<file path="src/hw/rtl/spft_pkg.sv">
// Package for the serial port frame timing block.
// Holds register addresses, control bit positions and divider widths.
// No dependencies.
package spft_pkg;

    localparam int DIV_NUM_W = 33;
    localparam int DIV_DEN_W = 32;

    localparam logic [7:0] ADDR_PCON = 8'h87;
    localparam logic [7:0] ADDR_TCON = 8'h88;
    localparam logic [7:0] ADDR_TMOD = 8'h89;
    localparam logic [7:0] ADDR_TL1  = 8'h8B;
    localparam logic [7:0] ADDR_TH1  = 8'h8D;
    localparam logic [7:0] ADDR_SCON = 8'h98;
    localparam logic [7:0] ADDR_SBUF = 8'h99;

    localparam logic [1:0] FUNC_WRITE = 2'd0;
    localparam logic [1:0] FUNC_READ  = 2'd1;
    localparam logic [1:0] FUNC_RXQ   = 2'd2;
    localparam logic [1:0] FUNC_TICK  = 2'd3;

    // bit positions in SCON, PCON and TCON
    localparam int SCON_MODE_HI = 7;
    localparam int SCON_MODE_LO = 6;
    localparam int SCON_MULTI   = 5;
    localparam int SCON_RXEN    = 4;
    localparam int SCON_TXBIT9  = 3;
    localparam int SCON_RXBIT9  = 2;
    localparam int SCON_TI      = 1;
    localparam int SCON_RI      = 0;
    localparam int PCON_DOUBLE  = 7;
    localparam int TCON_RUN1    = 6;

endpackage

</file>
<file path="src/hw/rtl/spft_div.sv">
// Iterative restoring divider, one quotient bit per cycle.
// Depends on spft_pkg for operand widths.
module spft_div (
    input  logic                             aclk,
    input  logic                             aresetn,
    input  logic                             start,
    input  logic [spft_pkg::DIV_NUM_W-1:0]   num,
    input  logic [spft_pkg::DIV_DEN_W-1:0]   den,
    output logic                             done,
    output logic [spft_pkg::DIV_NUM_W-1:0]   quot
);
    localparam int CNT_W = $clog2(spft_pkg::DIV_NUM_W + 1);

    logic [spft_pkg::DIV_DEN_W-1:0] rem_reg;
    logic [spft_pkg::DIV_NUM_W-1:0] quot_reg;
    logic [spft_pkg::DIV_DEN_W-1:0] den_reg;
    logic [CNT_W-1:0]               cnt_reg;
    logic                           busy_reg;
    logic                           done_reg;
    logic [spft_pkg::DIV_DEN_W:0]   trial;
    logic [spft_pkg::DIV_DEN_W:0]   diff;
    logic                           ge;

    assign trial = {rem_reg, quot_reg[spft_pkg::DIV_NUM_W-1]};
    assign diff  = trial - {1'b0, den_reg};
    assign ge    = trial >= {1'b0, den_reg};

    always_ff @(posedge aclk) begin
        if (!aresetn) begin
            busy_reg <= 1'b0;
            done_reg <= 1'b0;
            cnt_reg  <= '0;
            rem_reg  <= '0;
            quot_reg <= '0;
            den_reg  <= '0;
        end else begin
            done_reg <= 1'b0;
            if (start) begin
                busy_reg <= 1'b1;
                rem_reg  <= '0;
                quot_reg <= num;
                den_reg  <= den;
                cnt_reg  <= CNT_W'(spft_pkg::DIV_NUM_W);
            end else if (busy_reg) begin
                // shift in the next numerator bit, subtract when it fits
                if (ge) begin
                    rem_reg <= diff[spft_pkg::DIV_DEN_W-1:0];
                end else begin
                    rem_reg <= trial[spft_pkg::DIV_DEN_W-1:0];
                end
                quot_reg <= {quot_reg[spft_pkg::DIV_NUM_W-2:0], ge};
                cnt_reg  <= cnt_reg - 1'b1;
                if (cnt_reg == CNT_W'(1)) begin
                    busy_reg <= 1'b0;
                    done_reg <= 1'b1;
                end
            end
        end
    end

    assign done = done_reg;
    assign quot = quot_reg;

endmodule

</file>
<file path="src/hw/rtl/serial_port_frame_timing_core.sv">
// Top level of the serial port frame timing block: bus sequencer and state.
// Depends on spft_pkg and spft_div.
module serial_port_frame_timing_core #(
    parameter logic [31:0] OSC_HZ_RESET = 32'd11059200,
    parameter logic [31:0] CPS_RESET    = 32'd921600
) (
    // Serial port of an 8051-style core at frame level.
    // s_ channel: one beat per event (register write, register read, queued
    // receive frame, time tick). m_ channel: exactly one result beat per event.
    // cfg_we/cfg_addr/cfg_wdata write osc_hz (0) and cycles_per_sec (1).
    // Path of an event: reads, unknown writes, frame queueing and ticks on an
    // inactive port go straight to the result stage. Writes to the timing
    // registers and SBUF pass the baud pick, then the 33-step shared divider
    // when mode 2 has a nonzero osc_hz/64 rate or modes 1 and 3 run from
    // timer 1, and then the commit. Ticks on a live port step through the
    // transmit bit times while a transmit runs, then the receive countdown.
    // One event is in flight at a time; s_tready is high only while the
    // sequencer is idle, and it accepts the next beat while a result still
    // waits in the output register.
    // Reset clears all SFRs and timing state and loads the oscillator and
    // machine rate defaults. When the receiver stalls, the finished result
    // holds in the output register and the sequencer waits for it.
    input  logic        aclk,
    input  logic        aresetn,
    input  logic        s_tvalid,
    output logic        s_tready,
    // func[1:0], reg_addr[9:2], write_data[17:10], rx_byte[25:18],
    // rx_ninth[26], tick_cycles[42:27], zero fill above
    input  logic [47:0] s_tdata,
    output logic        m_tvalid,
    input  logic        m_tready,
    // read_data[7:0], rx_accepted[8], tx_done[9], tx_data[17:10],
    // tx_ninth[18], baud[50:19], baud_changed[51], overrun[52], zero fill
    output logic [55:0] m_tdata,
    input  logic        cfg_we,
    input  logic        cfg_addr,
    input  logic [31:0] cfg_wdata
);
    typedef enum logic [2:0] {
        S_IDLE, S_BAUD, S_DIV, S_COMMIT, S_TX, S_RX, S_DONE
    } state_t;

    state_t state_reg;

    logic [31:0] osc_hz_reg, cps_reg;
    logic [7:0]  scon_reg, pcon_reg, tcon_reg, tmod_reg, tl1_reg, th1_reg, sbuf_reg;
    logic [15:0] bit_period_reg;
    logic [31:0] baud_now_reg;
    logic        tx_busy_reg, tx_held_ninth_reg;
    logic [7:0]  tx_held_byte_reg;
    logic [3:0]  tx_bits_left_reg;
    logic [17:0] bit_accum_reg;
    logic [18:0] tx_work_reg;
    logic        rx_waiting_reg, rx_held_ninth_reg;
    logic [7:0]  rx_held_byte_reg;
    logic [19:0] rx_countdown_reg;
    logic        overrun_reg;

    // latched event
    logic [15:0] cyc_reg;
    logic        sbuf_wr_reg;
    logic        mode2_reg;
    logic [31:0] baud_new_reg;
    logic [15:0] period_new_reg;

    // result fields
    logic [7:0]  rd_reg, td_reg;
    logic        acc_reg, done_reg, t9_reg, chg_reg;
    logic        m_tvalid_reg;
    logic [55:0] m_tdata_reg;

    // input unpack
    logic [1:0]  in_func;
    logic [7:0]  in_addr, in_wd, in_rb;
    logic        in_r9;
    logic [15:0] in_cyc;
    assign in_func = s_tdata[1:0];
    assign in_addr = s_tdata[9:2];
    assign in_wd   = s_tdata[17:10];
    assign in_rb   = s_tdata[25:18];
    assign in_r9   = s_tdata[26];
    assign in_cyc  = s_tdata[42:27];

    logic accept;
    assign s_tready = (state_reg == S_IDLE);
    assign accept   = s_tvalid && s_tready;

    // mode decode and shared divider operands
    logic        sm0, sm1, smod;
    logic [26:0] b_mode2;
    logic [13:0] c_full, c_mode1;
    logic [19:0] frame_cycles;
    logic [3:0]  frame_bits;
    assign sm0     = scon_reg[spft_pkg::SCON_MODE_HI];
    assign sm1     = scon_reg[spft_pkg::SCON_MODE_LO];
    assign smod    = pcon_reg[spft_pkg::PCON_DOUBLE];
    assign b_mode2 = smod ? {osc_hz_reg[31:6], 1'b0} : {1'b0, osc_hz_reg[31:6]};
    assign c_full  = {14'(9'd256 - {1'b0, th1_reg})} << 5;
    assign c_mode1 = smod ? (c_full >> 1) : c_full;
    assign frame_bits = sm0 ? 4'd11 : 4'd10;
    // period times 10 or 11 as shift-add
    assign frame_cycles = ({4'b0, bit_period_reg} << 3) + ({4'b0, bit_period_reg} << 1)
                        + (sm0 ? {4'b0, bit_period_reg} : 20'd0);

    logic                            div_start, div_done;
    logic [spft_pkg::DIV_NUM_W-1:0]  div_num, div_quot;
    logic [spft_pkg::DIV_DEN_W-1:0]  div_den;

    always_comb begin
        div_start = 1'b0;
        div_num   = {1'b0, cps_reg};
        div_den   = 32'(c_mode1);
        if (state_reg == S_BAUD) begin
            if (sm0 && !sm1) begin
                div_start = (b_mode2 != 27'd0);
                div_num = 33'({1'b0, cps_reg} + {6'b0, b_mode2} - 33'd1);
                div_den = 32'(b_mode2);
            end else if (sm1 && tcon_reg[spft_pkg::TCON_RUN1]) begin
                div_start = 1'b1;
            end
        end
    end

    spft_div u_div (
        .aclk    (aclk),
        .aresetn (aresetn),
        .start   (div_start),
        .num     (div_num),
        .den     (div_den),
        .done    (div_done),
        .quot    (div_quot)
    );

    // transmit bit step and receive countdown
    logic        tx_ge;
    logic [19:0] rx_cd_next;
    assign tx_ge      = tx_work_reg >= {3'b0, bit_period_reg};
    assign rx_cd_next = (rx_countdown_reg > {4'b0, cyc_reg})
                      ? rx_countdown_reg - {4'b0, cyc_reg} : 20'd0;

    always_ff @(posedge aclk) begin
        if (!aresetn) begin
            state_reg <= S_IDLE;
            osc_hz_reg <= OSC_HZ_RESET;
            cps_reg <= CPS_RESET;
            scon_reg <= '0; pcon_reg <= '0; tcon_reg <= '0; tmod_reg <= '0;
            tl1_reg <= '0; th1_reg <= '0; sbuf_reg <= '0;
            bit_period_reg <= '0;
            baud_now_reg <= '0;
            tx_busy_reg <= 1'b0;
            tx_held_byte_reg <= '0;
            tx_held_ninth_reg <= 1'b0;
            tx_bits_left_reg <= '0;
            bit_accum_reg <= '0;
            tx_work_reg <= '0;
            rx_waiting_reg <= 1'b0;
            rx_held_byte_reg <= '0;
            rx_held_ninth_reg <= 1'b0;
            rx_countdown_reg <= '0;
            overrun_reg <= 1'b0;
            cyc_reg <= '0;
            sbuf_wr_reg <= 1'b0;
            mode2_reg <= 1'b0;
            baud_new_reg <= '0;
            period_new_reg <= '0;
            rd_reg <= '0; td_reg <= '0;
            acc_reg <= 1'b0; done_reg <= 1'b0; t9_reg <= 1'b0; chg_reg <= 1'b0;
            m_tvalid_reg <= 1'b0;
            m_tdata_reg <= '0;
        end else begin
            if (cfg_we) begin
                if (cfg_addr) cps_reg <= cfg_wdata;
                else          osc_hz_reg <= cfg_wdata;
            end
            if (m_tvalid_reg && m_tready) m_tvalid_reg <= 1'b0;

            case (state_reg)
                S_IDLE: begin
                    if (accept) begin
                        rd_reg <= '0; td_reg <= '0;
                        acc_reg <= 1'b0; done_reg <= 1'b0; t9_reg <= 1'b0;
                        chg_reg <= 1'b0;
                        sbuf_wr_reg <= 1'b0;
                        cyc_reg <= in_cyc;
                        state_reg <= S_DONE;
                        case (in_func)
                            spft_pkg::FUNC_WRITE: begin
                                state_reg <= S_BAUD;
                                case (in_addr)
                                    spft_pkg::ADDR_SCON: scon_reg <= in_wd;
                                    spft_pkg::ADDR_PCON: pcon_reg <= in_wd;
                                    spft_pkg::ADDR_TCON: tcon_reg <= in_wd;
                                    spft_pkg::ADDR_TMOD: tmod_reg <= in_wd;
                                    spft_pkg::ADDR_TL1:  tl1_reg <= in_wd;
                                    spft_pkg::ADDR_TH1:  th1_reg <= in_wd;
                                    spft_pkg::ADDR_SBUF: begin
                                        sbuf_wr_reg <= 1'b1;
                                        sbuf_reg <= in_wd;
                                        tx_held_byte_reg <= in_wd;
                                        tx_held_ninth_reg <=
                                            scon_reg[spft_pkg::SCON_TXBIT9];
                                        scon_reg[spft_pkg::SCON_TI] <= 1'b0;
                                    end
                                    default: state_reg <= S_DONE;
                                endcase
                            end
                            spft_pkg::FUNC_READ: begin
                                case (in_addr)
                                    spft_pkg::ADDR_SCON: rd_reg <= scon_reg;
                                    spft_pkg::ADDR_PCON: rd_reg <= pcon_reg;
                                    spft_pkg::ADDR_TCON: rd_reg <= tcon_reg;
                                    spft_pkg::ADDR_TMOD: rd_reg <= tmod_reg;
                                    spft_pkg::ADDR_TL1:  rd_reg <= tl1_reg;
                                    spft_pkg::ADDR_TH1:  rd_reg <= th1_reg;
                                    spft_pkg::ADDR_SBUF: rd_reg <= sbuf_reg;
                                    default:             rd_reg <= '0;
                                endcase
                            end
                            spft_pkg::FUNC_RXQ: begin
                                // refuse while inactive; collide if one is pending
                                if (bit_period_reg != 16'd0) begin
                                    if (rx_waiting_reg) begin
                                        overrun_reg <= 1'b1;
                                    end else begin
                                        rx_waiting_reg <= 1'b1;
                                        rx_held_byte_reg <= in_rb;
                                        rx_held_ninth_reg <= in_r9;
                                        rx_countdown_reg <= frame_cycles;
                                        acc_reg <= 1'b1;
                                    end
                                end
                            end
                            spft_pkg::FUNC_TICK: begin
                                if (bit_period_reg != 16'd0) begin
                                    // drop a pending frame when the receiver is off
                                    if (!scon_reg[spft_pkg::SCON_RXEN]) begin
                                        rx_waiting_reg <= 1'b0;
                                    end
                                    tx_work_reg <= {1'b0, bit_accum_reg} + {3'b0, in_cyc};
                                    state_reg <= tx_busy_reg ? S_TX : S_RX;
                                end
                            end
                            default: state_reg <= S_DONE;
                        endcase
                    end
                end
                S_BAUD: begin
                    // pick the baud source; the divider starts from comb logic
                    mode2_reg <= sm0 && !sm1;
                    baud_new_reg <= '0;
                    period_new_reg <= '0;
                    if (sm0 && !sm1) begin
                        baud_new_reg <= 32'(b_mode2);
                        state_reg <= (b_mode2 != 27'd0) ? S_DIV : S_COMMIT;
                    end else if (sm1 && tcon_reg[spft_pkg::TCON_RUN1]) begin
                        period_new_reg <= 16'(c_mode1);
                        state_reg <= S_DIV;
                    end else begin
                        state_reg <= S_COMMIT;
                    end
                end
                S_DIV: begin
                    if (div_done) begin
                        if (mode2_reg) begin
                            // saturate the rounded-up period, never zero
                            if (div_quot > 33'd65535)    period_new_reg <= 16'hFFFF;
                            else if (div_quot == 33'd0)  period_new_reg <= 16'd1;
                            else                         period_new_reg <= div_quot[15:0];
                        end else begin
                            baud_new_reg <= div_quot[31:0];
                        end
                        state_reg <= S_COMMIT;
                    end
                end
                S_COMMIT: begin
                    chg_reg <= (baud_new_reg != baud_now_reg);
                    baud_now_reg <= baud_new_reg;
                    bit_period_reg <= period_new_reg;
                    if (sbuf_wr_reg && period_new_reg != 16'd0) begin
                        tx_busy_reg <= 1'b1;
                        tx_bits_left_reg <= frame_bits;
                        bit_accum_reg <= '0;
                    end
                    state_reg <= S_DONE;
                end
                S_TX: begin
                    // advance one bit time per cycle while the accumulator covers it
                    if (tx_ge && tx_bits_left_reg != 4'd0) begin
                        tx_work_reg <= tx_work_reg - {3'b0, bit_period_reg};
                        tx_bits_left_reg <= tx_bits_left_reg - 4'd1;
                        if (tx_bits_left_reg == 4'd1) begin
                            tx_busy_reg <= 1'b0;
                            scon_reg[spft_pkg::SCON_TI] <= 1'b1;
                            done_reg <= 1'b1;
                            td_reg <= tx_held_byte_reg;
                            t9_reg <= tx_held_ninth_reg;
                        end
                    end else begin
                        bit_accum_reg <= tx_work_reg[17:0];
                        state_reg <= S_RX;
                    end
                end
                S_RX: begin
                    if (rx_waiting_reg) begin
                        rx_countdown_reg <= rx_cd_next;
                        if (rx_cd_next == 20'd0) begin
                            rx_waiting_reg <= 1'b0;
                            if (!(scon_reg[spft_pkg::SCON_MULTI] && !rx_held_ninth_reg)) begin
                                if (scon_reg[spft_pkg::SCON_RI]) begin
                                    overrun_reg <= 1'b1;
                                end else begin
                                    scon_reg[spft_pkg::SCON_RXBIT9] <= rx_held_ninth_reg;
                                    scon_reg[spft_pkg::SCON_RI] <= 1'b1;
                                    sbuf_reg <= rx_held_byte_reg;
                                end
                            end
                        end
                    end
                    state_reg <= S_DONE;
                end
                S_DONE: begin
                    // hold until the output register is free
                    if (!m_tvalid_reg || m_tready) begin
                        m_tvalid_reg <= 1'b1;
                        m_tdata_reg <= {3'b0, overrun_reg, chg_reg, baud_now_reg, t9_reg,
                                        td_reg, done_reg, acc_reg, rd_reg};
                        state_reg <= S_IDLE;
                    end
                end
                default: state_reg <= S_IDLE;
            endcase
        end
    end

    assign m_tvalid = m_tvalid_reg;
    assign m_tdata  = m_tdata_reg;

    a_tx_bits: assert property (@(posedge aclk) disable iff (!aresetn)
        tx_busy_reg |-> tx_bits_left_reg != 4'd0)
        else $error("transmit busy with no bits left");
    a_rx_cd: assert property (@(posedge aclk) disable iff (!aresetn)
        rx_waiting_reg |-> rx_countdown_reg != 20'd0)
        else $error("receive pending with expired countdown");
    a_baud_period: assert property (@(posedge aclk) disable iff (!aresetn)
        baud_now_reg != 32'd0 |-> bit_period_reg != 16'd0)
        else $error("nonzero baud on inactive port");
    a_tx_active: assert property (@(posedge aclk) disable iff (!aresetn)
        $rose(tx_busy_reg) |-> bit_period_reg != 16'd0)
        else $error("transmit started on inactive port");

endmodule

</file>
<file path="config.mk">
export PLATFORM = sky130hd
export DESIGN_NAME = serial_port_frame_timing_core
export DESIGN_NICKNAME = d
export VERILOG_FILES = /design/src/hw/rtl/spft_pkg.sv /design/src/hw/rtl/spft_div.sv /design/src/hw/rtl/serial_port_frame_timing_core.sv
export SDC_FILE = /design/constraint.sdc
export NUM_CORES = 2
export LEC_CHECK = 0
export ABC_CLOCK_PERIOD_IN_PS = 4690
export BUFFER_PORTS_ARGS = -buffer_cell sky130_fd_sc_hd__buf_2
export CELL_PAD_IN_SITES_DETAIL_PLACEMENT = 0
export CELL_PAD_IN_SITES_GLOBAL_PLACEMENT = 1
export CORE_ASPECT_RATIO = 1.5
export CORE_MARGIN = 1
export CORE_UTILIZATION = 42
export DETAILED_ROUTE_END_ITERATION = 7
export PLACE_DENSITY_LB_ADDON = 0.1
export SLEW_MARGIN = 25
export SYNTH_ARGS = -nofsm -noshare
export SYNTH_HDL_FRONTEND = slang
export SYNTH_HIERARCHICAL = 1
export SYNTH_SLANG_ARGS = --single-unit
</file>
<file path="constraint.sdc">
create_clock -name aclk -period 4.69 [get_ports aclk]
set_clock_uncertainty 0.1 [all_clocks]
set_input_delay 0.469 -clock aclk [delete_from_list [all_inputs] [get_ports aclk]]
set_output_delay 0.469 -clock aclk [all_outputs]
set_load 0.03 [all_outputs]
</file>
==> results.sh <==
export IMPL_initial_core_util_pct=42.6
export IMPL_hpwl_um=74100
export IMPL_cts_setup_buffers=0
export IMPL_hold_class="input port to flop"
export IMPL_drv_slew=0
export IMPL_clk_path_buf_depth=3
export IMPL_worst_setup_path_end_kind="flop"
export IMPL_core_rowCount=117
export IMPL_dr_total_vias=26800
export IMPL_cp_startpoint="bit_period_reg[3]$_SDFFE_PN0P_"
export IMPL_htree_levels=2
export IMPL_cap_violations=0
export IMPL_drt_wl_total_um=97600
export IMPL_wl_met3_um=2690
export IMPL_ys_types=89
export IMPL_run_status="complete, no violations"
export IMPL_rrSetupSlack_ns=0.38
export IMPL_die_y_um=324
export IMPL_grt_usage_pct=27.4
export IMPL_power_density_nw_per_um2=329
export IMPL_synth_top_cells_by_count="nand2_1, dfxtp_1, a21oi_1"
export IMPL_slew_headroom_pct=29.8
export IMPL_avgSynthCellArea_um2=7.64
export IMPL_yosysWarnings=6
export IMPL_worst_ir_drop_vdd_mv=0.255
export IMPL_antenna_found_initial=0
export IMPL_area_growth_pct=13.3
export IMPL_place_inst=4694
export IMPL_grt_start_max_net_pins=136
export IMPL_place_ws_ns=0.114
export IMPL_seq_area_frac_synth_pct=34.0
export IMPL_clk_pin_slew_ns=0.06
export IMPL_min_period_ns=4.31
export IMPL_core_um2=68100
export IMPL_io_pins=144
export IMPL_clkLatencyLatePin_ns=0.64
export IMPL_grt_pass1_vias=26200
export IMPL_die_w_um=216
export IMPL_drive_gt1_share_pct=9.11
export IMPL_period_share_pct=91.9
export IMPL_routedWlPerCell_um=20.2
export IMPL_reg2reg_from="bit_period_reg[3]$_SDFFE_PN0P_"
export IMPL_setup_viol=0
export IMPL_grt_ovfl_total=0
export IMPL_syn_area_um2=29000
export IMPL_fmax_mhz=232
export IMPL_yosysTopAreaCellShare_pct=34.0
export IMPL_critPathLaunchType="flop"
export IMPL_rsz0062_at_grt="no"
export IMPL_endpoint="rx_countdown_reg[17]$_SDFFE_PN0P_"
export IMPL_nNetsFinal=4162
export IMPL_finalSetupTns_ns=0
export IMPL_ant_nets=0
export IMPL_drc_errors=0
export IMPL_largest_reg_flops=53
export IMPL_vias_per_cell=5.55
export IMPL_routabilityCongestion=0.910
export IMPL_insertedDiodeCount=0
export IMPL_required_ns=5.12
export IMPL_dr_first_iter_drc_count=1805
export IMPL_synth_area_top_cells="dfxtp_1, nand2_1, ha_1, a21oi_1, mux2i_1"
export IMPL_synth_edff_count=0
export IMPL_fin_area_um2=32800
export IMPL_grt_pass1_wl_um=150000
export IMPL_cts_tree="yes"
export IMPL_drt_met1_wl_um=37900
export IMPL_hold_viol=0
export IMPL_p_leak_nw=12.7
export IMPL_postSynthCellCount=3795
export IMPL_r2r_end="rx_countdown_reg[17]$_SDFFE_PN0P_"
export IMPL_reg2reg_depth=13
export IMPL_dr_wl_met2_um=51600
export IMPL_synth_top_area_cell="dfxtp_1"
export IMPL_synth_most_common_cell="nand2_1"
export IMPL_die_area_um2=70100
export IMPL_synth_seq_cells=492
export IMPL_hold_path_depth=3
export IMPL_cts_sinks=492
export IMPL_drtPass1Iterations=5
export IMPL_portBuffers=135
export IMPL_worst_pin_slew_ns=1.05
export IMPL_cts_root_buf="clkbuf_16"
export IMPL_cp_max_fo=6
export IMPL_async_flop_share_pct=0
export IMPL_synth_main_ff_cell="dfxtp_1"
export IMPL_postPlaceCellArea_um2=30600
export IMPL_fin_ws_ns=0.381
export IMPL_critPathArrivalTime_ns=4.74
export IMPL_crit_type="flop to flop"
export IMPL_cts_buffers=51
export IMPL_fin_cells=4823
export IMPL_dr_max_layer_used="met4"
## cell usage in the layout, fill, tap and decap left out, drive strengths merged, types with 58 or more instances in the layout
master / count
dfxtp: 492
mux2i: 131
clkbuf: 64
and2: 66
inv: 211
ha: 167
o21ai: 234
nand3: 96
a21o: 60
nor2: 250
a21oi: 412
o211ai: 58
nand2: 719
buf: 217
xnor2: 75
nor2b: 59
## area by class of cell
type                       count  area (um^2)
fill                        6919        35200
clock buffer                  64         1400
multi-input combinational   2887        17600
inverter                     206          781
tap                          892         1120
clock inverter                30          433
timing repair buffer         252         1670
sequential                   492         9850
## worst min path at each step
stage                                  start                        endpoint  slack, ns
floorplan           tcon_reg[2]$_SDFFE_PN0P_        tcon_reg[2]$_SDFFE_PN0P_       0.33
global placement     tl1_reg[2]$_SDFFE_PN0P_         tl1_reg[2]$_SDFFE_PN0P_       0.34
detailed placement  tcon_reg[1]$_SDFFE_PN0P_        tcon_reg[1]$_SDFFE_PN0P_       0.34
CTS                              s_tdata[26]  rx_held_ninth_reg$_SDFFE_PN0P_      0.003
global route                     s_tdata[29]         cyc_reg[2]$_SDFFE_PN0P_       0.02
finish                           s_tdata[27]         cyc_reg[0]$_SDFFE_PN0P_       0.03
## repair_timing
action / in CTS / in global routing
resized for setup: 0 / 4
hold endpoints to repair: 47 / 0
hold buffers: 35 / 0
setup endpoints to repair: 0 / 5
## worst max-delay path, stage by stage (launching register included)
cell       delay [ns]
dfxtp_1          0.47
and2_1           0.19
fa_1             0.47
ha_1             0.32
a21o_1           0.18
a21o_1           0.21
a2111oi_1        0.57
o21ai_0          0.25
a2111oi_0        0.47
nor3_1           0.20
a221oi_2         0.34
mux2i_1          0.23
nor2_1           0.06
nor3_1           0.17
## per-stage QoR
| stage | total power [mW] | hold WS (ns) | utilization [%] |
|---|---|---|---|
| 2_1_floorplan | 5.77 | 0.331 | - |
| 3_3_place_gp | 6.34 | 0.337 | 45.0 |
| 3_5_place_dp | 6.36 | 0.344 | 45.0 |
| 4_1_cts | 10.9 | 0.00325 | 48.2 |
| 5_1_grt | 11.3 | 0.0207 | 48.2 |
| 6_report | 10.8 | 0.0350 | 48.2 |
## layer usage
layer,vias to the layer above,GRT usage [%]
met2,535,52.7
met1,12700,29.1
met4,0,14.6
met3,190,2.68
met5,-,0
li1,13400,-
## report_power, final
group	internal, mW	switching, mW
clock	2.63	1.87
combinational	0.673	1.23
sequential	4.29	0.129
total	7.59	3.22
## logic make-up (layout without fill, tap and decap cells)
logic type               count (synthesis)  after routing  share of synthesized area (%)
AO/OA/AOI/OAI                         1022           1022                           21.7
multiplexers                           133            133                           4.60
AND/OR/NAND/NOR                       1415           1415                           21.7
XOR/XNOR                               122            122                           3.69
other                                    1              8                         0.0129
adder cells (fa/ha/maj)                187            187                           8.56
flip-flops                             492            492                           34.0
buffers and inverters                  423            552                           5.69
Note: power is estimated with default switching activity, not from simulation.
